### src/rtl/core/rcast_pkg.sv
// Shared types and constants for the occupancy grid ray caster.
// No dependencies; rcast_div and the top level import this package.
`default_nettype none

package rcast_pkg;

  // Configuration port
  localparam int unsigned CFG_IDX_W  = 3;
  localparam int unsigned CFG_DATA_W = 24;

  typedef enum logic [CFG_IDX_W-1:0] {
    CFG_MAP_WIDTH  = 3'd0,
    CFG_MAP_HEIGHT = 3'd1,
    CFG_CELL_SIZE  = 3'd2,
    CFG_RAY_COUNT  = 3'd3,
    CFG_MIN_ANGLE  = 3'd4,
    CFG_MAX_ANGLE  = 3'd5,
    CFG_MAX_RANGE  = 3'd6,
    CFG_RANGE_STEP = 3'd7
  } cfg_reg_e;

  // Command and status codes
  localparam logic CMD_WRITE    = 1'b0;
  localparam logic CMD_SCAN     = 1'b1;
  localparam logic STAT_OK      = 1'b0;
  localparam logic STAT_BAD_CFG = 1'b1;

  // Angles
  localparam logic [15:0] ANG_QUARTER = 16'd16384;
  localparam logic [16:0] ANG_HALF    = 17'd32768;

  // Shared divider
  localparam int unsigned DIV_W = 50;   // remainder / shifted divisor
  localparam int unsigned DEN_W = 34;
  localparam int unsigned QUO_W = 25;
  localparam int unsigned NB_W  = 5;

  localparam logic [NB_W-1:0] NB_LIMIT = 5'd25;
  localparam logic [NB_W-1:0] NB_ANGLE = 5'd16;
  localparam logic [NB_W-1:0] NB_CELL  = 5'd7;

  // 5 * 2^30, denominator constant of the half-sine approximation
  localparam logic [DEN_W-1:0] SIN_DEN_K = 34'd5368709120;

  // Trig increment width (Q15 trig times Q8.8 step)
  localparam int unsigned INC_W = 34;

  typedef struct packed {
    logic             start;
    logic [DIV_W-1:0] num;
    logic [DEN_W-1:0] den;
    logic [NB_W-1:0]  nbits;
  } div_req_t;

  typedef enum logic [4:0] {
    ST_IDLE,
    ST_RNG,
    ST_XL,
    ST_YL,
    ST_LIM,
    ST_LIMW,
    ST_RAY,
    ST_OFF,
    ST_OFFW,
    ST_ANG,
    ST_TRM,
    ST_TRD,
    ST_TRW,
    ST_INCX,
    ST_INCY,
    ST_INIT,
    ST_STEP,
    ST_CHK,
    ST_COLW,
    ST_ROW,
    ST_ROWW,
    ST_IDX,
    ST_RD,
    ST_HIT,
    ST_OUT
  } state_e;

endpackage

`default_nettype wire

### src/rtl/core/rcast_div.sv
// Shared restoring divider, one quotient bit per cycle.
// Depends on rcast_pkg (div_req_t, widths).
`default_nettype none

module rcast_div
  import rcast_pkg::*;
(
  input  logic             clk_i,
  input  logic             rst_ni,
  input  div_req_t         req_i,
  output logic             busy_o,
  output logic             done_o,
  output logic [QUO_W-1:0] quo_o
);

  logic [DIV_W-1:0] rem_q, rem_d, dsh_q, dsh_d;
  logic [QUO_W-1:0] quo_q, quo_d;
  logic [NB_W-1:0]  cnt_q, cnt_d;
  logic             busy_q, busy_d, done_q, done_d;
  logic             ge;

  always_comb begin
    ge     = rem_q >= dsh_q;
    rem_d  = rem_q;
    dsh_d  = dsh_q;
    quo_d  = quo_q;
    cnt_d  = cnt_q;
    busy_d = busy_q;
    done_d = 1'b0;
    if (req_i.start) begin
      rem_d  = req_i.num;
      dsh_d  = DIV_W'(req_i.den) << (req_i.nbits - NB_W'(1));
      quo_d  = '0;
      cnt_d  = req_i.nbits;
      busy_d = 1'b1;
    end else if (busy_q) begin
      if (ge) begin
        rem_d = rem_q - dsh_q;
        quo_d = {quo_q[QUO_W-2:0], 1'b1};
      end else begin
        quo_d = {quo_q[QUO_W-2:0], 1'b0};
      end
      dsh_d = dsh_q >> 1;
      cnt_d = cnt_q - NB_W'(1);
      if (cnt_q == NB_W'(1)) begin
        busy_d = 1'b0;
        done_d = 1'b1;
      end
    end
  end

  always_ff @(posedge clk_i or negedge rst_ni) begin
    if (!rst_ni) begin
      busy_q <= 1'b0;
      done_q <= 1'b0;
      cnt_q  <= '0;
    end else begin
      busy_q <= busy_d;
      done_q <= done_d;
      cnt_q  <= cnt_d;
    end
  end

  always_ff @(posedge clk_i) begin
    rem_q <= rem_d;
    dsh_q <= dsh_d;
    quo_q <= quo_d;
  end

  assign busy_o = busy_q;
  assign done_o = done_q;
  assign quo_o  = quo_q;

endmodule

`default_nettype wire

### config.mk
export PLATFORM = sky130hd
export DESIGN_NAME = rcast_div
export DESIGN_NICKNAME = d
export VERILOG_FILES = /design/src/rtl/core/rcast_pkg.sv /design/src/rtl/core/rcast_div.sv
export SDC_FILE = /design/constraint.sdc
export NUM_CORES = 1
export LEC_CHECK = 0
export BUFFER_PORTS_ARGS = -buffer_cell sky130_fd_sc_hd__buf_2
export CORE_ASPECT_RATIO = 1.75
export CORE_MARGIN = 5
export CORE_UTILIZATION = 38
export CTS_CLUSTER_DIAMETER = 120
export DETAILED_ROUTE_END_ITERATION = 10
export PLACE_DENSITY_LB_ADDON = 0.3
export SETUP_SLACK_MARGIN = 0.4
export SLEW_MARGIN = 20
export SYNTH_ARGS = -nofsm -noshare
export SYNTH_HDL_FRONTEND = slang
export SYNTH_SLANG_ARGS = --single-unit
### constraint.sdc
create_clock -name clk_i -period 6.3 [get_ports clk_i]
set_input_delay 0 -clock clk_i [delete_from_list [all_inputs] [get_ports clk_i]]
set_output_delay 0 -clock clk_i [all_outputs]
set_load 0.02 [all_outputs]
==> impl_metrics.sql, run 1 <==
INSERT INTO impl_metrics (metric_group, metric, value, unit) VALUES
('run_status', 'result_of_the_run', 'finished, final reports clean', ''),
('setup_path', 'timing.reg2reg.setup_slack', '2.41', 'ns'),
('synthesis', 'synthesis.area_per_instance', '8.68', 'um^2'),
('global_route', 'grt_start_max_net_pins', '123', ''),
('timing', 'final-max-slew-violation-count', '0', ''),
('global_route', 'antenna_found_initial', '0', ''),
('timing', 'max_clock_freq', '257', 'MHz'),
('setup_path', 'regToRegStartpoint', 'rem_q[45]', ''),
('synthesis', 'ys_ff_latch', '132', ''),
('drt', 'detail-route-antenna-nets', '0', ''),
('clock_tree', 'cts-hold-fix-buffers', '49', ''),
('finish', 'final_nets', '1470', ''),
('clock_tree', 'total_clock_buffers_created_by_cts', '17', ''),
('synthesis', 'post_synth_most_frequent_cells', 'nand2_1, edfxtp_1, nor2_1, o21ai_0, a21oi_1', ''),
('drt', 'drt-wirelength-per-cell', '18.4', 'um'),
('synthesis', 'synth_nets', '1336', ''),
('synthesis', 'synth_sequential_area_ratio', '35.6', '%'),
('synthesis', 'syn-instance-count', '1190', ''),
('drt', 'routed_wirelength', '30600', 'um'),
('clock_tree', 'cts_max_level', '4', ''),
('setup_path', 'worst_r2r_endpoint', 'rem_q[12]', ''),
('setup_path', 'path_buf_inv', '1', ''),
('setup_path', 'r2r.worst_path.cells', '10', ''),
('finish', 'flow.area_growth_from_synthesis', '19.0', '%'),
('setup_path', 'path_delay_family', 'compound AO/OA/AOI/OAI gates', ''),
('floorplan', 'io_pins', '119', ''),
('clock_tree', 'cts_resized', '0', ''),
('finish', 'post-route-util', '45.5', '%'),
('worst_hold_path', 'holdCritPathClass', 'input port to flip-flop', ''),
('floorplan', 'design.die.area', '30700', 'um^2'),
('global_route', 'first_global_vias', '9482', ''),
('placement', 'port_buffers', '118', ''),
('floorplan', 'floorplan.die.height', '228', 'um'),
('setup_path', 'critPathMaxFanout', '44', ''),
('timing', 'report.final.setup_viol', '0', ''),
('synthesis', 'yosys_most_used_dff', 'edfxtp_1', ''),
('timing', 'max_slew_margin', '43.2', '%'),
('synthesis', 'synth_top_area_share', '29.1', '%'),
('power', 'ir_drop', '0.230', 'mV'),
('clock_tree', 'tritoncts_clock_tree', 'done', ''),
('timing', 'setup-tns-final', '0', 'ns'),
('placement', 'dp_cells', '1583', ''),
('worst_hold_path', 'worst_hold_startpoint', 'req_i[82]', ''),
('drt', 'route.detailed.vias_per_inst', '5.70', ''),
('setup_path', 'worst_ep_required_time', '6.37', 'ns'),
('power', 'leak', '5.46', 'nW'),
('synthesis', 'synth-edff-count', '100', ''),
('finish', 'finish.instance_area', '12300', 'um^2'),
('floorplan', 'start_util', '38.2', '%'),
('setup_path', 'setup.worst_path.start_class', 'flip-flop', ''),
('setup_path', 'cp-endpoint', 'rem_q[12]', ''),
('timing', 'worst-slew-pin-transition', '0.853', 'ns'),
('clock_tree', 'clock_insertion_delay_worst_skew', '0.45', 'ns'),
('clock_tree', 'cts.sinks', '132', ''),
('synthesis', 'synth_top_cell_by_area', 'edfxtp_1', ''),
('clock_tree', 'clock_tree.root_cell', 'clkbuf_16', ''),
('drt', 'drt-pass1-iter-count', '5', ''),
('clock_tree', 'clk_pin_slew', '0.07', 'ns'),
('timing', 'fin_worst_skew', '0.0132', 'ns'),
('flow_run', 'max_cap_violations', '0', ''),
('global_route', 'groute.usage.overall', '20.0', '%'),
('drt', 'remaining_drc_errors', '0', ''),
('placement', 'detailedPlacementHpwl', '23500', 'um'),
('power', 'total_power_per_unit_cell_area', '432', 'nW/um^2'),
('placement', 'globalplace.congestion', '0.910', ''),
('synthesis', 'ys_types', '75', ''),
('placement', 'detailed_place.area', '11200', 'um^2'),
('setup_path', 'criticalPathCategory', 'flip-flop to flip-flop', ''),
('setup_path', 'timing.critical_path.to_type', 'flip-flop', ''),
('finish', 'final_layout_size_suffix_gt1_share', '15.6', '%'),
('setup_path', 'critPathMaxStageDelay', '0.63', 'ns');
[logic make-up after synthesis]
kind of cell	Yosys count	synth area share (%)
simple gates	386	16.9
compound gates	334	20.6
buf+inv	141	5.42
flops	132	35.6
mux	101	11.3
fa+ha+maj	54	6.62
xor+xnor	42	3.56
[how the worst min path moves through the flow]
| stage | depth (start not counted) | slack (ns) | endpoint |
|---|---|---|---|
| global placement | 1 | -0.15 | done_o |
| finish | 3 | 0.04 | rem_q[43] |
| global route | 3 | 0.05 | rem_q[36] |
| floorplan | 0 | -0.30 | busy_o |
| detailed placement | 1 | -0.15 | done_o |
| CTS | 3 | 0.001 | rem_q[43] |
[worst reg2reg max path, cell delays in order, from the launching register on]
cell and delay, ns:
edfxtp_1 0.42, ha_1 0.46, nand4_1 0.25, nor3_1 0.42, nor3b_1 0.26, a41oi_1 0.18, o21ai_0 0.13, a21o_1 0.15
a2111oi_0 0.10, a211oi_4 0.48, buf_4 0.63
[metal layers]
layer / vias up / global-route usage [%] / share of wire, %
met3: 66 / 2.78 / 3.9
met2: 278 / 35.0 / 51
met5: - / 0 / 0
met1: 4512 / 23.7 / 40
li1: 4633 / - / -
met4: 0 / 9.90 / 4.5
[placed cells by master, fill, tap and decap left out, drive strengths merged, types with 26 or more instances in the layout]
master and instances:
nor3 26, nor2 93, mux2i 85, buf 129
o21ai 92, a21oi 93, nand2 172, edfxtp 100
ha 53, dlygate4sd3 49, inv 88
[stage by stage]
step	worst slack, ns	power, W
2_1_floorplan	1.73	0.00358
3_3_place_gp	2.42	0.00427
3_5_place_dp	2.43	0.00429
4_1_cts	2.39	0.00531
5_1_grt	2.12	0.00571
6_report	2.41	0.00531
[registers in the layout (all words and copies together) (netlist names)]
name and count:
cnt_q 5, rem_q 50, quo_o 25, busy_o 1, dsh_q 50, done_o 1
[where the power goes]
part	switching [W]	internal [W]
clock network	0.000446	0.000523
logic	0.00181	0.00111
registers	0.000108	0.00131
total	0.00236	0.00294
[layout make-up]
type | instances | area [um^2]
clock inverter | 15 | 138
sequential | 132 | 3680
multi-input combinational | 917 | 6150
fill | 2737 | 14700
tap | 328 | 410
inverter | 78 | 293
clock buffer | 17 | 425
timing repair buffer | 178 | 1190
Note: power is estimated with default switching activity, not from simulation.
==> run 2, diff against run 1 <==
==> constraint.sdc (replaced) <==
create_clock -name clk_i -period 3.4 [get_ports clk_i]
set_input_delay 0 -clock clk_i [delete_from_list [all_inputs] [get_ports clk_i]]
set_output_delay 0 -clock clk_i [all_outputs]
set_load 0.02 [all_outputs]
==> run 2 against run 1 <==
Effect of this change:
- non-clock buffer count grew 58
- combinational power grew 130%
- critical path type unchanged
- clock-buffer cell count is the same
- largest cell class unchanged
==> impl_metrics.sql, run 2 (synthesized netlist as in run 1, its figures left out) <==
INSERT INTO impl_metrics (metric_group, metric, value, unit) VALUES
('floorplan', 'floorplan.die.height', '228', 'um'),
('finish', 'finish.instance_area', '13400', 'um^2'),
('finish', 'final_layout_size_suffix_gt1_share', '24.4', '%'),
('run_status', 'result_of_the_run', 'finished, final reports clean', ''),
('drt', 'route.detailed.vias_per_inst', '5.64', ''),
('setup_path', 'r2r.worst_path.cells', '10', ''),
('floorplan', 'fp.dieW', '135', 'um'),
('placement', 'detailed_place.area', '11500', 'um^2'),
('flow_run', 'max_cap_violations', '0', ''),
('timing', 'post-route-min-period', '3.12', 'ns'),
('power', 'ir_drop', '0.349', 'mV'),
('power', 'internal_power', '0.00642', 'W'),
('clock_tree', 'tritoncts_clock_tree', 'done', ''),
('timing', 'fin_worst_skew', '0.0101', 'ns'),
('setup_path', 'setup.worst_path.start_class', 'flip-flop', ''),
('drt', 'remaining_drc_errors', '0', ''),
('timing', 'hold_violations', '0', ''),
('global_route', 'groute.usage.overall', '21.2', '%'),
('global_route', 'antenna_found_initial', '0', ''),
('timing', 'final-max-slew-violation-count', '0', ''),
('setup_path', 'crit_path_cell_trace', 'inv_1 -> ha_4 -> a21oi_4 -> nand2_1 -> a211o_2 -> o21a_4 -> o31ai_4 -> a311oi_4 -> or4_1 -> o221a_2', ''),
('drt', 'first_iter_violations', '604', ''),
('setup_path', 'worst_ep_required_time', '3.60', 'ns'),
('floorplan', 'row_count', '80', ''),
('finish', 'flow.area_growth_from_synthesis', '29.6', '%'),
('placement', 'port_buffers', '118', ''),
('timing', 'max_clock_freq', '321', 'MHz'),
('clock_tree', 'cts_max_level', '4', ''),
('setup_path', 'worst-endpoint-arrival', '3.32', 'ns'),
('clock_tree', 'cts.sinks', '132', ''),
('floorplan', 'core_area', '27000', 'um^2'),
('power', 'combinationalPowerShare', '60.2', '%'),
('power', 'p_switching', '0.00491', 'W'),
('clock_tree', 'clk_pin_slew', '0.07', 'ns'),
('drt', 'routed_wirelength', '33300', 'um'),
('finish', 'layout.cells.most_common', 'nand2_1', ''),
('timing', 'max_slew_margin', '29.9', '%'),
('worst_hold_path', 'holdCritPathClass', 'input port to flip-flop', ''),
('clock_tree', 'clock_insertion_delay_worst_skew', '0.44', 'ns'),
('timing', 'unrepaired_setup_endpoints_after_global_routing', 'true', ''),
('power', 'power.share.sequential', '23.8', '%'),
('drt', 'dr_total_vias', '9721', ''),
('floorplan', 'io_pins', '119', ''),
('power', 'leak', '5.82', 'nW'),
('timing', 'hold_ws', '0.0416', 'ns'),
('clock_tree', 'cts.path.max_buffers', '2', ''),
('timing', 'worst-slew-pin-transition', '1.05', 'ns'),
('global_route', 'first_global_vias', '9707', ''),
('global_route', 'grt_start_max_net_pins', '89', ''),
('worst_hold_path', 'hold_path_depth', '3', ''),
('power', 'switching_fraction_of_total_power', '43.4', '%'),
('global_route', 'grt.overflow.total', '0', ''),
('drt', 'drt-pass1-iter-count', '5', ''),
('floorplan', 'start_util', '38.2', '%'),
('finish', 'highest_count_cells_in_the_layout_ignoring_fill_and_taps', 'nand2_1, buf_2, edfxtp_1', ''),
('finish', 'num_antenna_cells', '0', ''),
('drt', 'drt-wirelength-per-cell', '19.3', 'um'),
('setup_path', 'critPathMaxStageDelay', '0.56', 'ns'),
('setup_path', 'criticalPathCategory', 'flip-flop to flip-flop', ''),
('timing', 'fraction_of_the_cycle_the_final_worst_path_needs', '91.6', '%'),
('placement', 'globalplace.congestion', '0.958', ''),
('setup_path', 'critPathMaxFanout', '7', ''),
('setup_path', 'critical_path.slowest_cell', 'or4_1', ''),
('clock_tree', 'clock_tree.root_cell', 'clkbuf_16', ''),
('clock_tree', 'total_clock_buffers_created_by_cts', '17', ''),
('global_route', 'first_pass_grt_wire_length', '51300', 'um'),
('floorplan', 'design.die.area', '30700', 'um^2'),
('power', 'power.share.clock', '16.1', '%'),
('finish', 'final_nets', '1528', ''),
('power', 'power', '0.0113', 'W'),
('timing', 'report.final.setup_viol', '0', ''),
('drt', 'detail-route-antenna-nets', '0', ''),
('placement', 'detailedPlacementHpwl', '25200', 'um'),
('setup_path', 'timing.critical_path.to_type', 'flip-flop', ''),
('finish', 'post-route-util', '49.5', '%'),
('power', 'total_power_per_unit_cell_area', '847', 'nW/um^2');
[run 2: power by group through the flow]
stage	Clock [W]	Sequential [W]	Combinational (W)
6_report	0.00182	0.00269	0.00682
5_1_grt	0.00192	0.00274	0.00739
4_1_cts	0.00185	0.00266	0.00623
3_5_place_dp	0	0.00266	0.00559
3_3_place_gp	0	0.00266	0.00557
2_1_floorplan	0	0.00260	0.00411
[run 2: what timing repair did]
action | CTS | global route
hold buffers | 50 | 0
cloned | 5 | 0
endpoints found under the setup margin | 58 | 64
setup buffers | 13 | 15
endpoints found under the hold margin | 55 | 0
pin swaps | 17 | 38
gates resized for setup | 38 | 69
[run 2: routing by layer]
metal | vias up | wire length [um] | track usage (%)
met5 | - | 0 | 0
met4 | 0 | 1600 | 11.1
met3 | 82 | 1020 | 2.56
met2 | 264 | 17200 | 38.0
li1 | 4747 | - | -
met1 | 4628 | 13400 | 24.2
[run 2: critical path, delay by kind of cell, from the launching register on]
kind,cells,cell delay [ns]
and+or+nand+nor,2,0.63
buffers and inverters,1,0.11
AOI/OAI and AO/OA,6,1.47
DFF,1,0.40
adders and majority gates,1,0.23
[run 2: per-stage QoR]
| stage | setup WS, ns | TNS (ns) | instances |
|---|---|---|---|
| final | 0.284 | 0 | 1723 |
| after detailed placement | 0.0337 | 0 | 1608 |
| after global routing | 0.205 | 0 | 1723 |
| after global placement | 0.0102 | 0 | 1608 |
| after CTS | 0.212 | 0 | 1708 |
| after floorplan | -0.217 | -10.84 | 1190 |
[run 2: cell type report]
class / count / area (um^2)
clock buffer: 17 / 425
clock inverter: 15 / 153
fill: 2667 / 13600
inverter: 78 / 293
multi-input combinational: 917 / 6680
sequential: 132 / 3680
tap: 328 / 410
timing repair buffer: 236 / 1750
[run 2: worst paths after layout]
path	to	slack [ns]	start
setup / recovery	rem_q[41]	0.28	dsh_q[14]
hold / removal	rem_q[48]	0.04	req_i[87]
setup reg to reg	rem_q[41]	0.28	dsh_q[14]
hold reg to reg	quo_o[17]	0.52	quo_o[17]
max in group asynchronous	cnt_q[4]	2.63	rst_ni
min in group asynchronous	cnt_q[1]	0.53	rst_ni
==> run 3, diff against run 2 <==
--- a/config.mk
+++ b/config.mk
@@ -5,10 +5,11 @@
 export SDC_FILE = /design/constraint.sdc
 export NUM_CORES = 1
 export LEC_CHECK = 0
+export ABC_AREA = 0
 export BUFFER_PORTS_ARGS = -buffer_cell sky130_fd_sc_hd__buf_2
 export CORE_ASPECT_RATIO = 1.75
 export CORE_MARGIN = 5
-export CORE_UTILIZATION = 38
+export CORE_UTILIZATION = 34
 export CTS_CLUSTER_DIAMETER = 120
 export DETAILED_ROUTE_END_ITERATION = 10
 export PLACE_DENSITY_LB_ADDON = 0.3
==> run 3 against run 2 <==
Effect of this change:
- die area up 11%
- global-route usage shrank 1.2 points
- critical path depth increased by 2
- final area rose by 1.5%
- flip-flop and latch count stayed put
- worst setup slack better by 0.059 ns
- clock-buffer cell count is the same
- first-iteration DRC count rose by 2.8%
- utilization decreased by 4.3 points
- critical path type unchanged
- largest power group unchanged
==> impl_metrics.sql, run 3 (synthesized netlist as in run 1, its figures left out) <==
INSERT INTO impl_metrics (metric_group, metric, value, unit) VALUES
('setup_path', 'critical_path.slowest_cell', 'ha_1', ''),
('power', 'total_power_per_unit_cell_area', '841', 'nW/um^2'),
('clock_tree', 'tritoncts_clock_tree', 'done', ''),
('finish', 'highest_count_cells_in_the_layout_ignoring_fill_and_taps', 'nand2_1, buf_2, edfxtp_1', ''),
('placement', 'port_buffers', '118', ''),
('setup_path', 'critPathMaxStageDelay', '0.41', 'ns'),
('timing', 'max_clock_freq', '327', 'MHz'),
('drt', 'remaining_drc_errors', '0', ''),
('finish', 'num_antenna_cells', '0', ''),
('drt', 'drt-pass1-iter-count', '5', ''),
('timing', 'max_slew_margin', '35.3', '%'),
('clock_tree', 'total_clock_buffers_created_by_cts', '17', ''),
('global_route', 'first_pass_grt_wire_length', '53400', 'um'),
('timing', 'worst-slew-pin-transition', '0.966', 'ns'),
('global_route', 'groute.usage.overall', '20.0', '%'),
('floorplan', 'floorplan.die.height', '241', 'um'),
('drt', 'detail-route-antenna-nets', '0', ''),
('power', 'p_switching', '0.00502', 'W'),
('floorplan', 'row_count', '84', ''),
('setup_path', 'timing.reg2reg.setup_slack', '0.34', 'ns'),
('drt', 'drt-wirelength-per-cell', '19.4', 'um'),
('drt', 'dr_total_vias', '9876', ''),
('placement', 'dp_worst_setup_slack', '0.0377', 'ns'),
('setup_path', 'crit_path_cell_trace', 'ha_1 -> nand4_1 -> nor3_2 -> a21o_1 -> a31o_4 -> o211ai_1 -> buf_4 -> nand3_4 -> a2111oi_4 -> a211oi_4 -> buf_6 -> buf_16', ''),
('finish', 'final_layout_size_suffix_gt1_share', '25.6', '%'),
('global_route', 'first_global_vias', '9918', ''),
('power', 'leak', '5.90', 'nW'),
('setup_path', 'critPathMaxFanout', '9', ''),
('setup_path', 'setup.worst_path.start_class', 'flip-flop', ''),
('global_route', 'grt.overflow.total', '0', ''),
('clock_tree', 'cts.path.max_buffers', '2', ''),
('clock_tree', 'clock_tree.root_cell', 'clkbuf_16', ''),
('worst_hold_path', 'holdCritPathClass', 'input port to flip-flop', ''),
('clock_tree', 'clock_insertion_delay_worst_skew', '0.45', 'ns'),
('floorplan', 'io_pins', '119', ''),
('placement', 'globalplace.congestion', '0.939', ''),
('setup_path', 'worst-endpoint-arrival', '3.26', 'ns'),
('floorplan', 'core_area', '30100', 'um^2'),
('floorplan', 'design.die.area', '34100', 'um^2'),
('clock_tree', 'cts.sinks', '132', ''),
('setup_path', 'timing.critical_path.to_type', 'flip-flop', ''),
('timing', 'setup-tns-final', '0', 'ns'),
('flow_run', 'max_cap_violations', '0', ''),
('timing', 'final-max-slew-violation-count', '0', ''),
('run_status', 'result_of_the_run', 'finished, final reports clean', ''),
('clock_tree', 'clk_pin_slew', '0.07', 'ns'),
('drt', 'first_iter_violations', '621', ''),
('floorplan', 'start_util', '34.4', '%'),
('global_route', 'grt_start_max_net_pins', '63', ''),
('power', 'power.share.sequential', '23.5', '%'),
('clock_tree', 'cts_max_level', '4', ''),
('timing', 'fin_worst_skew', '0.0154', 'ns'),
('setup_path', 'criticalPathCategory', 'flip-flop to flip-flop', ''),
('timing', 'setup_ws', '0.344', 'ns'),
('global_route', 'antenna_found_initial', '0', ''),
('setup_path', 'worst_ep_required_time', '3.61', 'ns'),
('timing', 'report.final.setup_viol', '0', ''),
('finish', 'flow.area_growth_from_synthesis', '31.6', '%'),
('power', 'power.share.clock', '16.6', '%'),
('finish', 'layout.cells.most_common', 'nand2_1', ''),
('power', 'switching_fraction_of_total_power', '43.9', '%'),
('timing', 'fraction_of_the_cycle_the_final_worst_path_needs', '89.9', '%'),
('power', 'internal_power', '0.00641', 'W'),
('finish', 'final_nets', '1539', ''),
('power', 'ir_drop', '0.471', 'mV'),
('drt', 'routed_wirelength', '34800', 'um'),
('timing', 'post-route-min-period', '3.06', 'ns'),
('timing', 'hold_violations', '0', ''),
('floorplan', 'fp.dieW', '142', 'um'),
('power', 'combinationalPowerShare', '59.9', '%'),
('placement', 'detailedPlacementHpwl', '25800', 'um'),
('drt', 'route.detailed.vias_per_inst', '5.51', ''),
('timing', 'unrepaired_setup_endpoints_after_global_routing', 'true', '');
==> run 3: cell types whose count changed in the layout (fill, tap and decap cells not counted), moves of 3 or more <==
cell | before | now
a21oi_2 | 11 | 14
clkinv_8 | 1 | 4
buf_6 | 1 | 5
buf_4 | 60 | 68
nor3_1 | 22 | 19
==> run 3: final cells by class <==
type                            count  area, um^2
Fill cell                        2978       16500
Multi-Input combinational cell    917        6720
Sequential cell                   132        3680
Timing Repair Buffer              247        1810
Tap cell                          387         484
Clock buffer                       17         425
Inverter                           78         293
Clock inverter                     15         181
==> run 3: through the flow <==
stage	util [%]	cell area, um^2	power [W]	hold WS [ns]	instances
after floorplan	-	10400	0.00671	-0.296	1190
after global placement	38.5	11600	0.00825	-0.156	1672
after detailed placement	38.5	11600	0.00830	-0.154	1672
after CTS	43.7	13100	0.0109	0.00788	1780
after global routing	45.2	13600	0.0122	0.0321	1793
final	45.2	13600	0.0114	0.0356	1793
==> run 3: worst max-delay path: cells and delay by family, from the launching register on <==
kind                       cells  cell delay [ns]
buffers and inverters          3             0.50
AOI/OAI and AO/OA              5             1.08
and+or+nand+nor                3             0.41
DFF                            1             0.39
adders and majority gates      1             0.41
==> run 3: path summary, 6_finish.rpt <==
path	depth (start not counted)	from	endpoint
max in group asynchronous	3	rst_ni	cnt_q[3]
setup reg to reg	12	rem_q[13]	rem_q[33]
hold reg to reg	2	quo_o[24]	quo_o[24]
hold / removal	3	req_i[75]	rem_q[36]
min in group asynchronous	3	rst_ni	done_o
setup / recovery	12	rem_q[13]	rem_q[33]
==> run 3: metal layers <==
layer / track usage [%] / wire, um
met5: 0 / 0
met4: 10.1 / 1470
met3: 3.11 / 1420
met2: 35.9 / 18300
met1: 22.7 / 13600
==> run 3: power groups by stage <==
stage               registers, W  logic, W  clock network, W
finish                   0.00269   0.00685           0.00189
floorplan                0.00260   0.00411                 0
global placement         0.00265   0.00560                 0
global route             0.00273   0.00742           0.00201
detailed placement       0.00265   0.00565                 0
CTS                      0.00265   0.00628           0.00193
==> run 3: what timing repair did <==
action / 4_1_cts / 5_1_grt
buffers inserted: 21 / 13
hold endpoints to repair: 64 / 0
hold buffers: 51 / 0
setup endpoints to repair: 59 / 66
gates cloned: 4 / 0
gates resized for setup: 34 / 80
pin swaps: 19 / 39
